==> src/sv/dcst_pkg.sv <==
// Shared types, codes and constants for the document code stream tokenizer.
// Used by the parser, the result register and the top of the block; depends on nothing.
package dcst_pkg;

   localparam logic [7:0] DOC_END_LO   = 8'h00;
   localparam logic [7:0] DOC_END_HI   = 8'hFF;
   localparam logic [7:0] HARD_RETURN  = 8'h0A;
   localparam logic [7:0] SOFT_RETURN  = 8'h0D;
   localparam logic [7:0] HARD_HYPHEN  = 8'hA9;
   localparam logic [7:0] EXT_CHAR     = 8'hC0;
   localparam logic [7:0] FIXED_FIRST  = 8'd192;
   localparam logic [7:0] FIXED_LAST   = 8'd207;
   localparam logic [7:0] VAR_FIRST    = 8'd208;
   localparam logic [7:0] TEXT_FIRST   = 8'd32;
   localparam logic [7:0] TEXT_LAST    = 8'd127;
   localparam logic [7:0] CHAR_SPACE   = 8'h20;
   localparam logic [7:0] CHAR_HYPHEN  = 8'h2D;
   localparam logic [7:0] CHAR_APOS    = 8'h27;
   localparam logic [7:0] EXT_CHARSET  = 8'd4;
   localparam logic [7:0] EXT_DASH     = 8'd33;
   localparam logic [7:0] EXT_APOS     = 8'd28;

   typedef enum logic [2:0] {
      KIND_TEXT     = 3'd0,
      KIND_PARA_END = 3'd1,
      KIND_FUNC_END = 3'd2,
      KIND_BODY     = 3'd3,
      KIND_DOC_END  = 3'd4
   } kind_type;

   typedef enum logic [2:0] {
      PH_IDLE   = 3'd0,
      PH_FBODY  = 3'd1,
      PH_FTRAIL = 3'd2,
      PH_VSUB   = 3'd3,
      PH_VLENLO = 3'd4,
      PH_VLENHI = 3'd5,
      PH_VBODY  = 3'd6,
      PH_DONE   = 3'd7
   } phase_type;

   typedef struct packed {
      logic [2:0]  kind;
      logic [7:0]  char_code;
      logic [7:0]  func_code;
      logic [7:0]  sub_code;
      logic [15:0] body_index;
      logic [7:0]  body_byte;
      logic        func_last;
   } rsp_type;

   // Body length of the fixed-length functions, indexed by code minus 192.
   function automatic logic [3:0] fixed_len(input logic [3:0] sel);
      logic [3:0] len;
      case (sel)
         4'd0:    len = 4'd2;
         4'd1:    len = 4'd7;
         4'd2:    len = 4'd9;
         4'd3:    len = 4'd1;
         4'd4:    len = 4'd1;
         4'd5:    len = 4'd3;
         4'd6:    len = 4'd4;
         4'd7:    len = 4'd5;
         4'd8:    len = 4'd2;
         4'd9:    len = 4'd3;
         4'd10:   len = 4'd4;
         4'd11:   len = 4'd4;
         4'd12:   len = 4'd6;
         4'd13:   len = 4'd8;
         4'd14:   len = 4'd8;
         4'd15:   len = 4'd10;
         default: len = 4'd0;
      endcase
      return len;
   endfunction

endpackage

==> src/sv/dcst_stream_if.sv <==
// Valid/ready channel interfaces for the tokenizer: byte input and token output.
// Depends on nothing but plain logic types.
interface dcst_req_if;
   logic       valid;
   logic       ready;
   logic [7:0] byte_in;

   modport source (output valid, output byte_in, input ready);
   modport sink   (input valid, input byte_in, output ready);
endinterface

interface dcst_rsp_if;
   logic        valid;
   logic        ready;
   logic [2:0]  kind;
   logic [7:0]  char_code;
   logic [7:0]  func_code;
   logic [7:0]  sub_code;
   logic [15:0] body_index;
   logic [7:0]  body_byte;
   logic        func_last;

   modport source (output valid, output kind, output char_code, output func_code,
                   output sub_code, output body_index, output body_byte,
                   output func_last, input ready);
   modport sink   (input valid, input kind, input char_code, input func_code,
                   input sub_code, input body_index, input body_byte,
                   input func_last, output ready);
endinterface

==> src/sv/dcst_in_reg.sv <==
// Input register of the tokenizer: holds one accepted byte until it is parsed.
// Depends on nothing outside this file.
module dcst_in_reg (
   input  logic       clock,
   input  logic       reset,
   input  logic       req_valid,
   output logic       req_ready,
   input  logic [7:0] req_byte,
   input  logic       take,
   output logic       hold_valid,
   output logic [7:0] hold_byte
);

   logic       vld_ff, vld_in;
   logic [7:0] byte_ff;

   // A new beat may enter whenever the held byte is empty or leaves this cycle.
   assign req_ready = !vld_ff || take;
   assign vld_in    = (req_valid && req_ready) || (vld_ff && !take);

   always_ff @(posedge clock) begin
      if (reset) begin
         vld_ff <= 1'b0;
      end else begin
         vld_ff <= vld_in;
      end
   end

   always_ff @(posedge clock) begin
      if (req_valid && req_ready) begin
         byte_ff <= req_byte;
      end
   end

   assign hold_valid = vld_ff;
   assign hold_byte  = byte_ff;

endmodule

==> src/sv/dcst_parser.sv <==
// Tokenizer state machine: parse state registers and the per-byte decode logic.
// Depends on dcst_pkg for phase and kind codes, the result struct and the length table.
module dcst_parser (
   input  logic             clock,
   input  logic             reset,
   input  logic             step,
   input  logic [7:0]       byte_in,
   output logic             emit,
   output dcst_pkg::rsp_type result
);

   dcst_pkg::phase_type phase_ff, phase_in;
   logic [7:0]  code_ff, code_in;
   logic [7:0]  sub_ff, sub_in;
   logic [7:0]  len_lo_ff, len_lo_in;
   logic [15:0] left_ff, left_in;
   logic [15:0] pos_ff, pos_in;
   logic [7:0]  ext_code_ff, ext_code_in;
   logic [7:0]  ext_set_ff, ext_set_in;
   logic [15:0] left_dec;
   logic [15:0] var_len;

   assign left_dec = left_ff - 16'd1;
   assign var_len  = {byte_in, len_lo_ff};

   // Next state.
   always_comb begin
      phase_in    = phase_ff;
      code_in     = code_ff;
      sub_in      = sub_ff;
      len_lo_in   = len_lo_ff;
      left_in     = left_ff;
      pos_in      = pos_ff;
      ext_code_in = ext_code_ff;
      ext_set_in  = ext_set_ff;
      case (phase_ff)
         dcst_pkg::PH_IDLE: begin
            if (byte_in == dcst_pkg::DOC_END_LO || byte_in == dcst_pkg::DOC_END_HI) begin
               phase_in = dcst_pkg::PH_DONE;
            end else if (byte_in >= dcst_pkg::FIXED_FIRST && byte_in <= dcst_pkg::FIXED_LAST) begin
               code_in     = byte_in;
               sub_in      = 8'd0;
               left_in     = {12'd0, dcst_pkg::fixed_len(byte_in[3:0])};
               pos_in      = 16'd0;
               ext_code_in = 8'd0;
               ext_set_in  = 8'd0;
               phase_in    = dcst_pkg::PH_FBODY;
            end else if (byte_in >= dcst_pkg::VAR_FIRST) begin
               code_in  = byte_in;
               sub_in   = 8'd0;
               phase_in = dcst_pkg::PH_VSUB;
            end
         end
         dcst_pkg::PH_FBODY: begin
            if (pos_ff == 16'd0) ext_code_in = byte_in;
            if (pos_ff == 16'd1) ext_set_in = byte_in;
            pos_in  = pos_ff + 16'd1;
            left_in = left_dec;
            if (left_dec == 16'd0) phase_in = dcst_pkg::PH_FTRAIL;
         end
         dcst_pkg::PH_FTRAIL: begin
            phase_in = dcst_pkg::PH_IDLE;
         end
         dcst_pkg::PH_VSUB: begin
            sub_in   = byte_in;
            phase_in = dcst_pkg::PH_VLENLO;
         end
         dcst_pkg::PH_VLENLO: begin
            len_lo_in = byte_in;
            phase_in  = dcst_pkg::PH_VLENHI;
         end
         dcst_pkg::PH_VLENHI: begin
            left_in  = var_len;
            pos_in   = 16'd0;
            phase_in = (var_len == 16'd0) ? dcst_pkg::PH_IDLE : dcst_pkg::PH_VBODY;
         end
         dcst_pkg::PH_VBODY: begin
            pos_in  = pos_ff + 16'd1;
            left_in = left_dec;
            if (left_dec == 16'd0) phase_in = dcst_pkg::PH_IDLE;
         end
         default: begin
            phase_in = phase_ff;
         end
      endcase
   end

   // Result of the byte in hand.
   always_comb begin
      emit   = 1'b0;
      result = '0;
      case (phase_ff)
         dcst_pkg::PH_IDLE: begin
            if (byte_in == dcst_pkg::DOC_END_LO || byte_in == dcst_pkg::DOC_END_HI) begin
               emit        = 1'b1;
               result.kind = dcst_pkg::KIND_DOC_END;
            end else if (byte_in == dcst_pkg::HARD_RETURN) begin
               emit        = 1'b1;
               result.kind = dcst_pkg::KIND_PARA_END;
            end else if (byte_in == dcst_pkg::SOFT_RETURN) begin
               emit             = 1'b1;
               result.kind      = dcst_pkg::KIND_TEXT;
               result.char_code = dcst_pkg::CHAR_SPACE;
            end else if (byte_in >= dcst_pkg::TEXT_FIRST && byte_in <= dcst_pkg::TEXT_LAST) begin
               emit             = 1'b1;
               result.kind      = dcst_pkg::KIND_TEXT;
               result.char_code = byte_in;
            end else if (byte_in == dcst_pkg::HARD_HYPHEN) begin
               emit             = 1'b1;
               result.kind      = dcst_pkg::KIND_TEXT;
               result.char_code = dcst_pkg::CHAR_HYPHEN;
            end
         end
         dcst_pkg::PH_FBODY: begin
            emit              = 1'b1;
            result.kind       = dcst_pkg::KIND_BODY;
            result.func_code  = code_ff;
            result.body_index = pos_ff;
            result.body_byte  = byte_in;
         end
         dcst_pkg::PH_FTRAIL: begin
            emit = 1'b1;
            // An extended character from charset 4 can stand for a dash or an apostrophe.
            if (code_ff == dcst_pkg::EXT_CHAR && ext_set_ff == dcst_pkg::EXT_CHARSET
                && ext_code_ff == dcst_pkg::EXT_DASH) begin
               result.kind      = dcst_pkg::KIND_TEXT;
               result.char_code = dcst_pkg::CHAR_HYPHEN;
            end else if (code_ff == dcst_pkg::EXT_CHAR && ext_set_ff == dcst_pkg::EXT_CHARSET
                         && ext_code_ff == dcst_pkg::EXT_APOS) begin
               result.kind      = dcst_pkg::KIND_TEXT;
               result.char_code = dcst_pkg::CHAR_APOS;
            end else begin
               result.kind      = dcst_pkg::KIND_FUNC_END;
               result.func_code = code_ff;
            end
         end
         dcst_pkg::PH_VLENHI: begin
            if (var_len == 16'd0) begin
               emit             = 1'b1;
               result.kind      = dcst_pkg::KIND_FUNC_END;
               result.func_code = code_ff;
               result.sub_code  = sub_ff;
            end
         end
         dcst_pkg::PH_VBODY: begin
            emit              = 1'b1;
            result.kind       = dcst_pkg::KIND_BODY;
            result.func_code  = code_ff;
            result.sub_code   = sub_ff;
            result.body_index = pos_ff;
            result.body_byte  = byte_in;
            result.func_last  = (left_dec == 16'd0);
         end
         default: begin
            emit = 1'b0;
         end
      endcase
   end

   always_ff @(posedge clock) begin
      if (reset) begin
         phase_ff <= dcst_pkg::PH_IDLE;
      end else if (step) begin
         phase_ff <= phase_in;
      end
   end

   // Every one of these is loaded before the phase that reads it.
   always_ff @(posedge clock) begin
      if (step) begin
         code_ff     <= code_in;
         sub_ff      <= sub_in;
         len_lo_ff   <= len_lo_in;
         left_ff     <= left_in;
         pos_ff      <= pos_in;
         ext_code_ff <= ext_code_in;
         ext_set_ff  <= ext_set_in;
      end
   end

endmodule

==> src/sv/dcst_out_reg.sv <==
// Result register of the tokenizer: holds one token until the sink takes it.
// Depends on dcst_pkg for the result struct.
module dcst_out_reg (
   input  logic              clock,
   input  logic              reset,
   input  logic              load,
   input  dcst_pkg::rsp_type load_data,
   input  logic              rsp_ready,
   output logic              rsp_valid,
   output logic              free,
   output dcst_pkg::rsp_type rsp_data
);

   logic              vld_ff, vld_in;
   dcst_pkg::rsp_type data_ff;

   // The register can take a new token when empty or when its beat leaves now.
   assign free   = !vld_ff || rsp_ready;
   assign vld_in = load || (vld_ff && !rsp_ready);

   always_ff @(posedge clock) begin
      if (reset) begin
         vld_ff <= 1'b0;
      end else begin
         vld_ff <= vld_in;
      end
   end

   always_ff @(posedge clock) begin
      if (load) begin
         data_ff <= load_data;
      end
   end

   assign rsp_valid = vld_ff;
   assign rsp_data  = data_ff;

endmodule

==> src/sv/document_code_stream_tokenizer.sv <==
// Document code stream tokenizer: one document byte per beat in, at most one token out.
// A byte accepted into the input register is parsed once the result register is free,
// and its token is loaded into the result register, from which it leaves on rsp.
// Throughput: one byte per cycle; a token held in the result register stalls input.
// Reset (synchronous, active high) empties both registers and returns the parser
// to expecting a code byte; req ready is high once reset has emptied the input register.
module document_code_stream_tokenizer (
   input  logic           clock,
   input  logic           reset,
   dcst_req_if.sink       req_if,
   dcst_rsp_if.source     rsp_if
);

   logic              hold_valid;
   logic [7:0]        hold_byte;
   logic              take;
   logic              emit;
   logic              out_free;
   dcst_pkg::rsp_type result;
   dcst_pkg::rsp_type rsp_data;

   // The held byte is parsed once the result register has room for its token.
   assign take = hold_valid && out_free;

   dcst_in_reg u_in_reg (
      .clock      (clock),
      .reset      (reset),
      .req_valid  (req_if.valid),
      .req_ready  (req_if.ready),
      .req_byte   (req_if.byte_in),
      .take       (take),
      .hold_valid (hold_valid),
      .hold_byte  (hold_byte)
   );

   dcst_parser u_parser (
      .clock   (clock),
      .reset   (reset),
      .step    (take),
      .byte_in (hold_byte),
      .emit    (emit),
      .result  (result)
   );

   dcst_out_reg u_out_reg (
      .clock     (clock),
      .reset     (reset),
      .load      (take && emit),
      .load_data (result),
      .rsp_ready (rsp_if.ready),
      .rsp_valid (rsp_if.valid),
      .free      (out_free),
      .rsp_data  (rsp_data)
   );

   assign rsp_if.kind       = rsp_data.kind;
   assign rsp_if.char_code  = rsp_data.char_code;
   assign rsp_if.func_code  = rsp_data.func_code;
   assign rsp_if.sub_code   = rsp_data.sub_code;
   assign rsp_if.body_index = rsp_data.body_index;
   assign rsp_if.body_byte  = rsp_data.body_byte;
   assign rsp_if.func_last  = rsp_data.func_last;

endmodule

==> src/flat_wrapper.sv <==
// flat-port wrapper written by rule: the top's interface ports become plain ports
module document_code_stream_tokenizer_flat 
  (clock, reset, req_if_valid, req_if_byte_in, req_if_ready, rsp_if_valid, rsp_if_kind, rsp_if_char_code, rsp_if_func_code, rsp_if_sub_code, rsp_if_body_index, rsp_if_body_byte, rsp_if_func_last, rsp_if_ready);
  dcst_req_if req_if_i ();
  dcst_rsp_if rsp_if_i ();
  input  logic clock;
  input  logic reset;
  input wire logic [$bits(req_if_i.valid)-1:0] req_if_valid;
  input wire logic [$bits(req_if_i.byte_in)-1:0] req_if_byte_in;
  output wire logic [$bits(req_if_i.ready)-1:0] req_if_ready;
  output wire logic [$bits(rsp_if_i.valid)-1:0] rsp_if_valid;
  output wire logic [$bits(rsp_if_i.kind)-1:0] rsp_if_kind;
  output wire logic [$bits(rsp_if_i.char_code)-1:0] rsp_if_char_code;
  output wire logic [$bits(rsp_if_i.func_code)-1:0] rsp_if_func_code;
  output wire logic [$bits(rsp_if_i.sub_code)-1:0] rsp_if_sub_code;
  output wire logic [$bits(rsp_if_i.body_index)-1:0] rsp_if_body_index;
  output wire logic [$bits(rsp_if_i.body_byte)-1:0] rsp_if_body_byte;
  output wire logic [$bits(rsp_if_i.func_last)-1:0] rsp_if_func_last;
  input wire logic [$bits(rsp_if_i.ready)-1:0] rsp_if_ready;
  assign req_if_i.valid = req_if_valid;
  assign req_if_i.byte_in = req_if_byte_in;
  assign req_if_ready = req_if_i.ready;
  assign rsp_if_valid = rsp_if_i.valid;
  assign rsp_if_kind = rsp_if_i.kind;
  assign rsp_if_char_code = rsp_if_i.char_code;
  assign rsp_if_func_code = rsp_if_i.func_code;
  assign rsp_if_sub_code = rsp_if_i.sub_code;
  assign rsp_if_body_index = rsp_if_i.body_index;
  assign rsp_if_body_byte = rsp_if_i.body_byte;
  assign rsp_if_func_last = rsp_if_i.func_last;
  assign rsp_if_i.ready = rsp_if_ready;
  document_code_stream_tokenizer u_core (.clock(clock), .reset(reset), .req_if(req_if_i), .rsp_if(rsp_if_i));
endmodule
==> config.mk <==
export PLATFORM = sky130hd
export DESIGN_NAME = document_code_stream_tokenizer_flat
export DESIGN_NICKNAME = d
export VERILOG_FILES = /design/src/sv/dcst_pkg.sv /design/src/sv/dcst_stream_if.sv /design/src/sv/dcst_in_reg.sv /design/src/sv/dcst_parser.sv /design/src/sv/dcst_out_reg.sv /design/src/sv/document_code_stream_tokenizer.sv /design/src/flat_wrapper.sv
export SDC_FILE = /design/constraint.sdc
export NUM_CORES = 1
export LEC_CHECK = 0
export BUFFER_PORTS_ARGS = -buffer_cell sky130_fd_sc_hd__buf_2
export CORE_UTILIZATION = 59
export CTS_BUF_LIST = sky130_fd_sc_hd__clkbuf_16
export CTS_CLUSTER_DIAMETER = 80
export DETAILED_ROUTE_END_ITERATION = 10
export PLACE_DENSITY = 0.77
export SETUP_SLACK_MARGIN = 0.5
export SLEW_MARGIN = 15
export SYNTH_ARGS = -nofsm -noshare
export SYNTH_HDL_FRONTEND = slang
export SYNTH_HIERARCHICAL = 1
export SYNTH_SLANG_ARGS = --single-unit
==> constraint.sdc <==
create_clock -name clock -period 4.1 [get_ports clock]
set_input_delay 0.82 -clock clock [delete_from_list [all_inputs] [get_ports clock]]
set_output_delay 0.82 -clock clock [all_outputs]
set_load 0.02 [all_outputs]
# Yosys cells after proc, flatten, opt, wreduce, memory -nomap -nowiden
# Memories as Yosys holds them, arrays and structs flattened. A register that Yosys moved wholly into a read port is not among the register bits.
# Index checks and enable logic that the tools add are counted.
dict set report classes {
  bitwise 1
  magnitude_cmp 5
  n_reduce_logical 38
  n_eq_ne 23
  add_sub_neg 2
  muxes 51
}
# operator count
set ops {}
lappend ops {{$mux W8} 13}
lappend ops {{$pmux W16 S3} 2}
lappend ops {{$mux W16} 5}
lappend ops {{$pmux W8 S2} 5}
lappend ops {{$logic_not A16 Y1} 3}
lappend ops {{$eq A8 B8 Y1 const B} 3}
lappend ops {{$mux W3} 8}
lappend ops {{$pmux W8 S3} 1}
lappend ops {{$mux W11} 2}
lappend ops {{$pmux W3 S7} 1}
lappend ops {{$add A16 B1 Y16 const B} 1}
lappend ops {{$eq A16 B1 Y1 const B} 1}
lappend ops {{$eq A8 B4 Y1 const B} 2}
lappend ops {{$ge A8 B8 Y1 const B} 2}
lappend ops {{$sub A16 B1 Y16 const B} 1}
lappend ops {{$reduce_and A5 Y1} 3}
lappend ops {{$mux W6} 2}
lappend ops {{$ne A2 B2 Y1 const B} 6}
lappend ops {{$pmux W3 S4} 1}
lappend ops {{$reduce_and A4 Y1} 3}
lappend ops {{$logic_and A1 B1 Y1} 10}
lappend ops {{$mux W10} 1}
lappend ops {{$eq A3 B3 Y1 const B} 3}
lappend ops {{$eq A8 B3 Y1 const B} 1}
lappend ops {{24 further kinds} 40}
dict set report totals {
  rom_bits 64
  reg_bits 137
  memories 1
  elab_cells 139
  output_inout_bits 54
  inputBits 12
}
# memory depth width rd rd_clocked_by_memory_dff write_ports line_no
set memory_table {}
lappend memory_table {{(name not given)} 16 4 1 1 0 dcst_pkg.sv:55} ;# case (sel)

# Depth between registers and ports, before layout
dict set report logic_depth {
  word_depth 9
  depth_mapped 11
  ltp_nobuf 11
}

# By module
# The synthesis kept the hierarchy.
# mod cells_per_inst seq_area_each_um2 n_inst area_each_um2
set modules_own_cells {}
lappend modules_own_cells {dcst_parser 463 2222.1 1 4524.3}
lappend modules_own_cells {dcst_out_reg 56 1581.5 1 1607.8}
lappend modules_own_cells {dcst_in_reg 13 260.2 1 295.3}
lappend modules_own_cells {document_code_stream_tokenizer 2 0.0 1 12.5}

# Worst setup path after synthesis
# Ideal clock, no wire load.
dict set report synth_timing {
  path_kind {reg2reg}
  from {register u_core.u_in_reg.byte_ff[1] (netlist: u_core/u_in_reg/hold_byte[1])}
  to {register u_core.u_out_reg.data_ff, in the netlist u_core/u_out_reg/rsp_data[0] (enable)}
  slack_ns 0.692
  required_ns 3.684
  setup_ns 0.416
  arrival_time_ns 2.992
  path_stages_with_launch 10
  path_buffers 0
  synth_period_minus_slack_ns 3.408
  cell_sequence {edfxtp_1 inv_1 ha_1 nand2_1 or3_1 o21bai_1 o2111ai_1 a21o_1 a21o_1 and3_1}
}
dict set report synth_via {
  elab_chain_cells 8
  word_cells_on_any_way 18
  classes_between {2 x order compare; 4 x eq/ne; 7 x mux; 5 x reduce/logical}
}
# element line_no
set synth_lines {}
lappend synth_lines {{start: declaration} dcst_in_reg.sv:15} ;# logic [7:0] byte_ff;
lappend synth_lines {{start signal: assignment} dcst_in_reg.sv:31} ;# byte_ff <= req_byte;
lappend synth_lines {{$ge A8 B6 Y1 (tied with other cells)} dcst_parser.sv:104} ;# end else if (byte_in >= dcst_pkg::TEXT_FIRST && byte_in <= dcst_pkg::TEXT_LAST) begin
lappend synth_lines {{$logic_and A1 B1 Y1 / $mux W1 (equally long branches)} {dcst_parser.sv:104, dcst_parser.sv:108}}
lappend synth_lines {{$mux W1} dcst_parser.sv:104}
lappend synth_lines {{$mux W1} dcst_parser.sv:100} ;# end else if (byte_in == dcst_pkg::SOFT_RETURN) begin
lappend synth_lines {{$mux W1} dcst_parser.sv:97} ;# end else if (byte_in == dcst_pkg::HARD_RETURN) begin
lappend synth_lines {{$mux W1} dcst_parser.sv:94} ;# if (byte_in == dcst_pkg::DOC_END_LO || byte_in == dcst_pkg::DOC_END_HI) begin
lappend synth_lines {{$pmux W1 S3 *} dcst_parser.sv:92} ;# case (phase_ff)
lappend synth_lines {{via u_core.emit} document_code_stream_tokenizer.sv:17} ;# logic emit;
lappend synth_lines {{$logic_and A1 B1 Y1 *} document_code_stream_tokenizer.sv:48} ;# .load (take && emit),
lappend synth_lines {{end signal: assignment} dcst_out_reg.sv:31} ;# data_ff <= load_data;
lappend synth_lines {{end: declaration} dcst_out_reg.sv:15} ;# dcst_pkg::rsp_type data_ff;
# The timed path passes the listed nets; every way through them passes the cells marked *.
# A chain may end at the register's enable or synchronous reset.

# Worst setup path in the final report
dict set report layout_timing {
  from {register u_core.u_in_reg.byte_ff[1] (netlist: u_core/u_in_reg/hold_byte[1])}
  to {register u_core.u_out_reg.data_ff, in the netlist u_core/u_out_reg/rsp_data[3] (enable)}
}
# The elaborated chain is that of the path after synthesis.

==> impl_results.rst <==
.. list-table::
   :header-rows: 1

   * - Metric
     - Value
   * - Worst path most repeated cell
     - sky130_fd_sc_hd__a21o_1
   * - Total power per unit cell area
     - 484 nW/um2
   * - CTS tree
     - built
   * - Fraction of final layout cells with drive strength greater than 1
     - 17.8%
   * - First-pass GRT wire length
     - 23600 um
   * - Die Width
     - 106 um
   * - Final Routed Wirelength
     - 14900 um
   * - Total of flip-flops plus latches after synthesis
     - 137
   * - Final net count
     - 631
   * - N_diodes
     - 0
   * - Static leakage
     - 2.69 nW
   * - Leading cell types in the layout, fill and taps excluded
     - sky130_fd_sc_hd__edfxtp_1, sky130_fd_sc_hd__buf_2, sky130_fd_sc_hd__nor2_1
   * - Final cycle utilization of the critical path
     - 76.3%
   * - Area contributors post-synth
     - sky130_fd_sc_hd__edfxtp_1, sky130_fd_sc_hd__and2_1, sky130_fd_sc_hd__ha_1
   * - Detail-routed net length per standard cell
     - 19.7 um
   * - Layout-stage area growth over the synthesis result
     - 16.1%
   * - Data required time of the worst path
     - 4.14 ns
   * - Pre-CTS worst setup slack
     - 1.05 ns
   * - Via count
     - 4673
   * - Pre-Repair DR Iteration Count
     - 7
   * - Setup violation total in the final timing report
     - 0
   * - Count of unresolved DRC violations after routing
     - 0
   * - Library cell used as clock root buffer
     - sky130_fd_sc_hd__clkbuf_16
   * - Tightest Pin Transition
     - 1.04 ns
   * - Total clock buffers created by CTS
     - 17
   * - Number of global-route vias before repair
     - 4447
   * - Multi-input gate area
     - 2240 um2
   * - Total Negative Setup Slacks
     - 0 ns
   * - Fill count
     - 726
   * - Fin Clk Skew
     - 0.00827 ns
   * - Peak supply drop
     - 264 uV
   * - Cell Rows
     - 37
   * - Number of antenna violations at the first check in global routing
     - 0
   * - Critical path buffer and inverter count
     - 2
   * - Class of the most critical hold timing path
     - reg2reg
   * - Crit-path cells
     - inv_1, ha_1, nor3b_1, and2_1, nor2_1, o2111ai_1, a21o_1, a21o_1, and3_2, buf_4
   * - IO buf count
     - 65
   * - Total count of hold-check failures in the final report
     - 0
   * - Worst-case headroom to the max-slew limit
     - 29.6%
   * - Type of element capturing the critical path
     - flop
   * - Worst setup path class
     - reg2reg
   * - Clock-pin slew of the registers on the worst-case setup and hold paths
     - 0.06 ns
   * - Post-cts resize count
     - 0
   * - Kind of launch point of the worst setup path
     - flop
   * - H-Tree Depth
     - 4
   * - Placer's final routability congestion estimate
     - 0.948
   * - Max-slew violation count
     - 0
   * - Setup repair after global routing missed its margin
     - no
   * - Via-to-Cell Ratio
     - 6.21
   * - Number of primary I/O pins
     - 66
   * - Cell class contributing the biggest share of worst-path delay
     - simple AND/OR/NAND/NOR gates
   * - DRC violation total after the first TritonRoute iteration
     - 565
   * - Most frequently used flop master after synthesis
     - sky130_fd_sc_hd__edfxtp_1
   * - All-layer global routing usage
     - 27.9%
   * - Die Ht
     - 106 um
   * - Initial core utilization
     - 61.6%
   * - Antenna violation net count after detailed routing
     - 0
   * - Synth Instances
     - 534
   * - Maximum root-to-sink buffer count
     - 2
   * - Combined area of all synthesized cells
     - 6440 um2
   * - Layout Utilization
     - 71.5%
   * - Synthesized net count
     - 561
   * - Critical path fanouts, max
     - 53
   * - Pin count of the biggest net entering global routing
     - 54
   * - Sequential element share of the synthesized area
     - 63.1%
   * - Slack of the worst reg-to-reg path
     - 0.97 ns
   * - Setup Fix Bufs, Post-CTS
     - 0
   * - Mapped Avg Cell Area
     - 12.1 um2
   * - Leftover overflow at the end of global routing
     - 0
   * - CP max stage delay
     - 0.58 ns
   * - Ys async rst share
     - 0%
   * - Critical path's slowest cell
     - sky130_fd_sc_hd__edfxtp_1
   * - Number of sinks driven by the clock tree
     - 137
   * - Critical path data arrival time
     - 3.17 ns
   * - Post-synth EDFFs
     - 132
   * - Core area
     - 10500 um2
   * - Clock insertion delay at the later pin of the skew report
     - 0.41 ns
   * - Synth top area share
     - 61.6%
   * - Number of violations of the max-capacitance limit
     - 0
   * - Result of the run
     - completed
   * - Setup ws final
     - 0.971 ns
   * - Number of distinct library cells after synthesis
     - 57
   * - Die outline area
     - 11300 um2
   * - Count of synthesis-stage warnings from yosys
     - 6
   * - Post-DP HPWL
     - 10200 um
   * - FMAX
     - 0.320 GHz
   * - Flip-flop and latch area
     - 4060 um2
   * - Most common cell after layout, fill and taps aside
     - sky130_fd_sc_hd__edfxtp_1
   * - Yosys top cell by area
     - sky130_fd_sc_hd__edfxtp_1
   * - Final hold slack
     - 0.507 ns
   * - CTS Hold Buffers Added
     - 0
   * - Min Clock Period, post-route
     - 3.13 ns
-- routing by layer --
| metal | vias up | share of wire (%) | track usage (%) |
|---|---|---|---|
| li1 | 2126 | - | - |
| met1 | 2213 | 41 | 40.1 |
| met2 | 296 | 47 | 42.2 |
| met3 | 38 | 10 | 5.64 |
| met4 | 0 | 2.0 | 10.6 |
| met5 | - | 0 | 0 |
-- synthesized netlist by cell type, types with 6 or more instances --
library cell / instances
sky130_fd_sc_hd__o21ai_0: 26
sky130_fd_sc_hd__nand2_1: 38
sky130_fd_sc_hd__nand3_1: 16
sky130_fd_sc_hd__nor2_1: 46
sky130_fd_sc_hd__ha_1: 15
sky130_fd_sc_hd__and2_1: 32
sky130_fd_sc_hd__or3_1: 6
sky130_fd_sc_hd__edfxtp_1: 132
sky130_fd_sc_hd__a211oi_1: 8
sky130_fd_sc_hd__clkbuf_1: 15
sky130_fd_sc_hd__xnor2_1: 6
sky130_fd_sc_hd__nor3_1: 19
sky130_fd_sc_hd__nor4_1: 10
sky130_fd_sc_hd__nand4_1: 7
sky130_fd_sc_hd__inv_1: 18
sky130_fd_sc_hd__a21oi_1: 19
sky130_fd_sc_hd__xor2_1: 16
sky130_fd_sc_hd__nor2b_1: 24
-- metrics by stage --
step	cell area, um2	power (mW)	instances
global route	7480	3.73	753
global placement	6920	2.21	721
finish	7480	3.62	753
CTS	7480	3.63	753
detailed placement	6920	2.22	721
floorplan	6440	2.06	534
-- layout make-up --
| class | count | share of cell area (%) |
|---|---|---|
| Multi-Input combinational cell | 357 | 30.0 |
| Sequential cell | 137 | 54.4 |
| Inverter | 19 | 0.954 |
| Tap cell | 136 | 2.28 |
| Clock inverter | 15 | 1.71 |
| Clock buffer | 17 | 5.69 |
| Timing Repair Buffer | 72 | 5.05 |
-- final timing paths --
path                           startpoint                           end  cells past startpoint
max          u_core/u_in_reg/hold_byte[1]  u_core/u_out_reg/rsp_data[3]                     10
min reg2reg    u_core/u_out_reg/rsp_valid    u_core/u_out_reg/rsp_valid                      2
min            u_core/u_out_reg/rsp_valid    u_core/u_out_reg/rsp_valid                      2
max reg2reg  u_core/u_in_reg/hold_byte[1]  u_core/u_out_reg/rsp_data[3]                     10
-- state kept, by name (all words and copies together), names as in the netlist --
name / flops
u_core/u_out_reg/rsp_data: 52
u_core/u_parser/left_ff: 16
u_core/u_parser/pos_ff: 16
u_core/u_in_reg/hold_byte: 8
u_core/u_parser/code_ff: 8
u_core/u_parser/ext_code_ff: 8
u_core/u_parser/ext_set_ff: 8
u_core/u_parser/len_lo_ff: 8
u_core/u_parser/sub_ff: 8
u_core/u_parser/phase_ff: 3
u_core/u_in_reg/hold_valid: 1
u_core/u_out_reg/rsp_valid: 1
-- worst reg2reg max path, stage by stage, from the launching register on --
cell	delay [ns]
sky130_fd_sc_hd__edfxtp_1	0.58
sky130_fd_sc_hd__inv_1	0.22
sky130_fd_sc_hd__ha_1	0.24
sky130_fd_sc_hd__nor3b_1	0.25
sky130_fd_sc_hd__and2_1	0.24
sky130_fd_sc_hd__nor2_1	0.10
sky130_fd_sc_hd__o2111ai_1	0.12
sky130_fd_sc_hd__a21o_1	0.15
sky130_fd_sc_hd__a21o_1	0.10
sky130_fd_sc_hd__and3_2	0.16
sky130_fd_sc_hd__buf_4	0.51
-- kinds of logic (layout without fill, tap and decap cells) --
logic type                 after synthesis  in the layout  synth area share [%]
AOI/OAI and AO/OA                       90             90                  9.09
and+or+nand+nor                        226            226                  19.0
adders and majority gates               15             15                  2.91
xor gates and xnor gates                22             22                  2.99
buffers and inverters                   40            123                  2.41
other                                    1              1                0.0582
DFF                                    137            137                  63.1
muxes                                    3              3                 0.466
-- power by group --
part / switching, mW / total (mW) / internal, mW
combinational: 0.326 / 0.470 / 0.144
clock: 0.579 / 1.41 / 0.831
sequential: 0.0650 / 1.74 / 1.67
(Power assumes the default switching activity.)
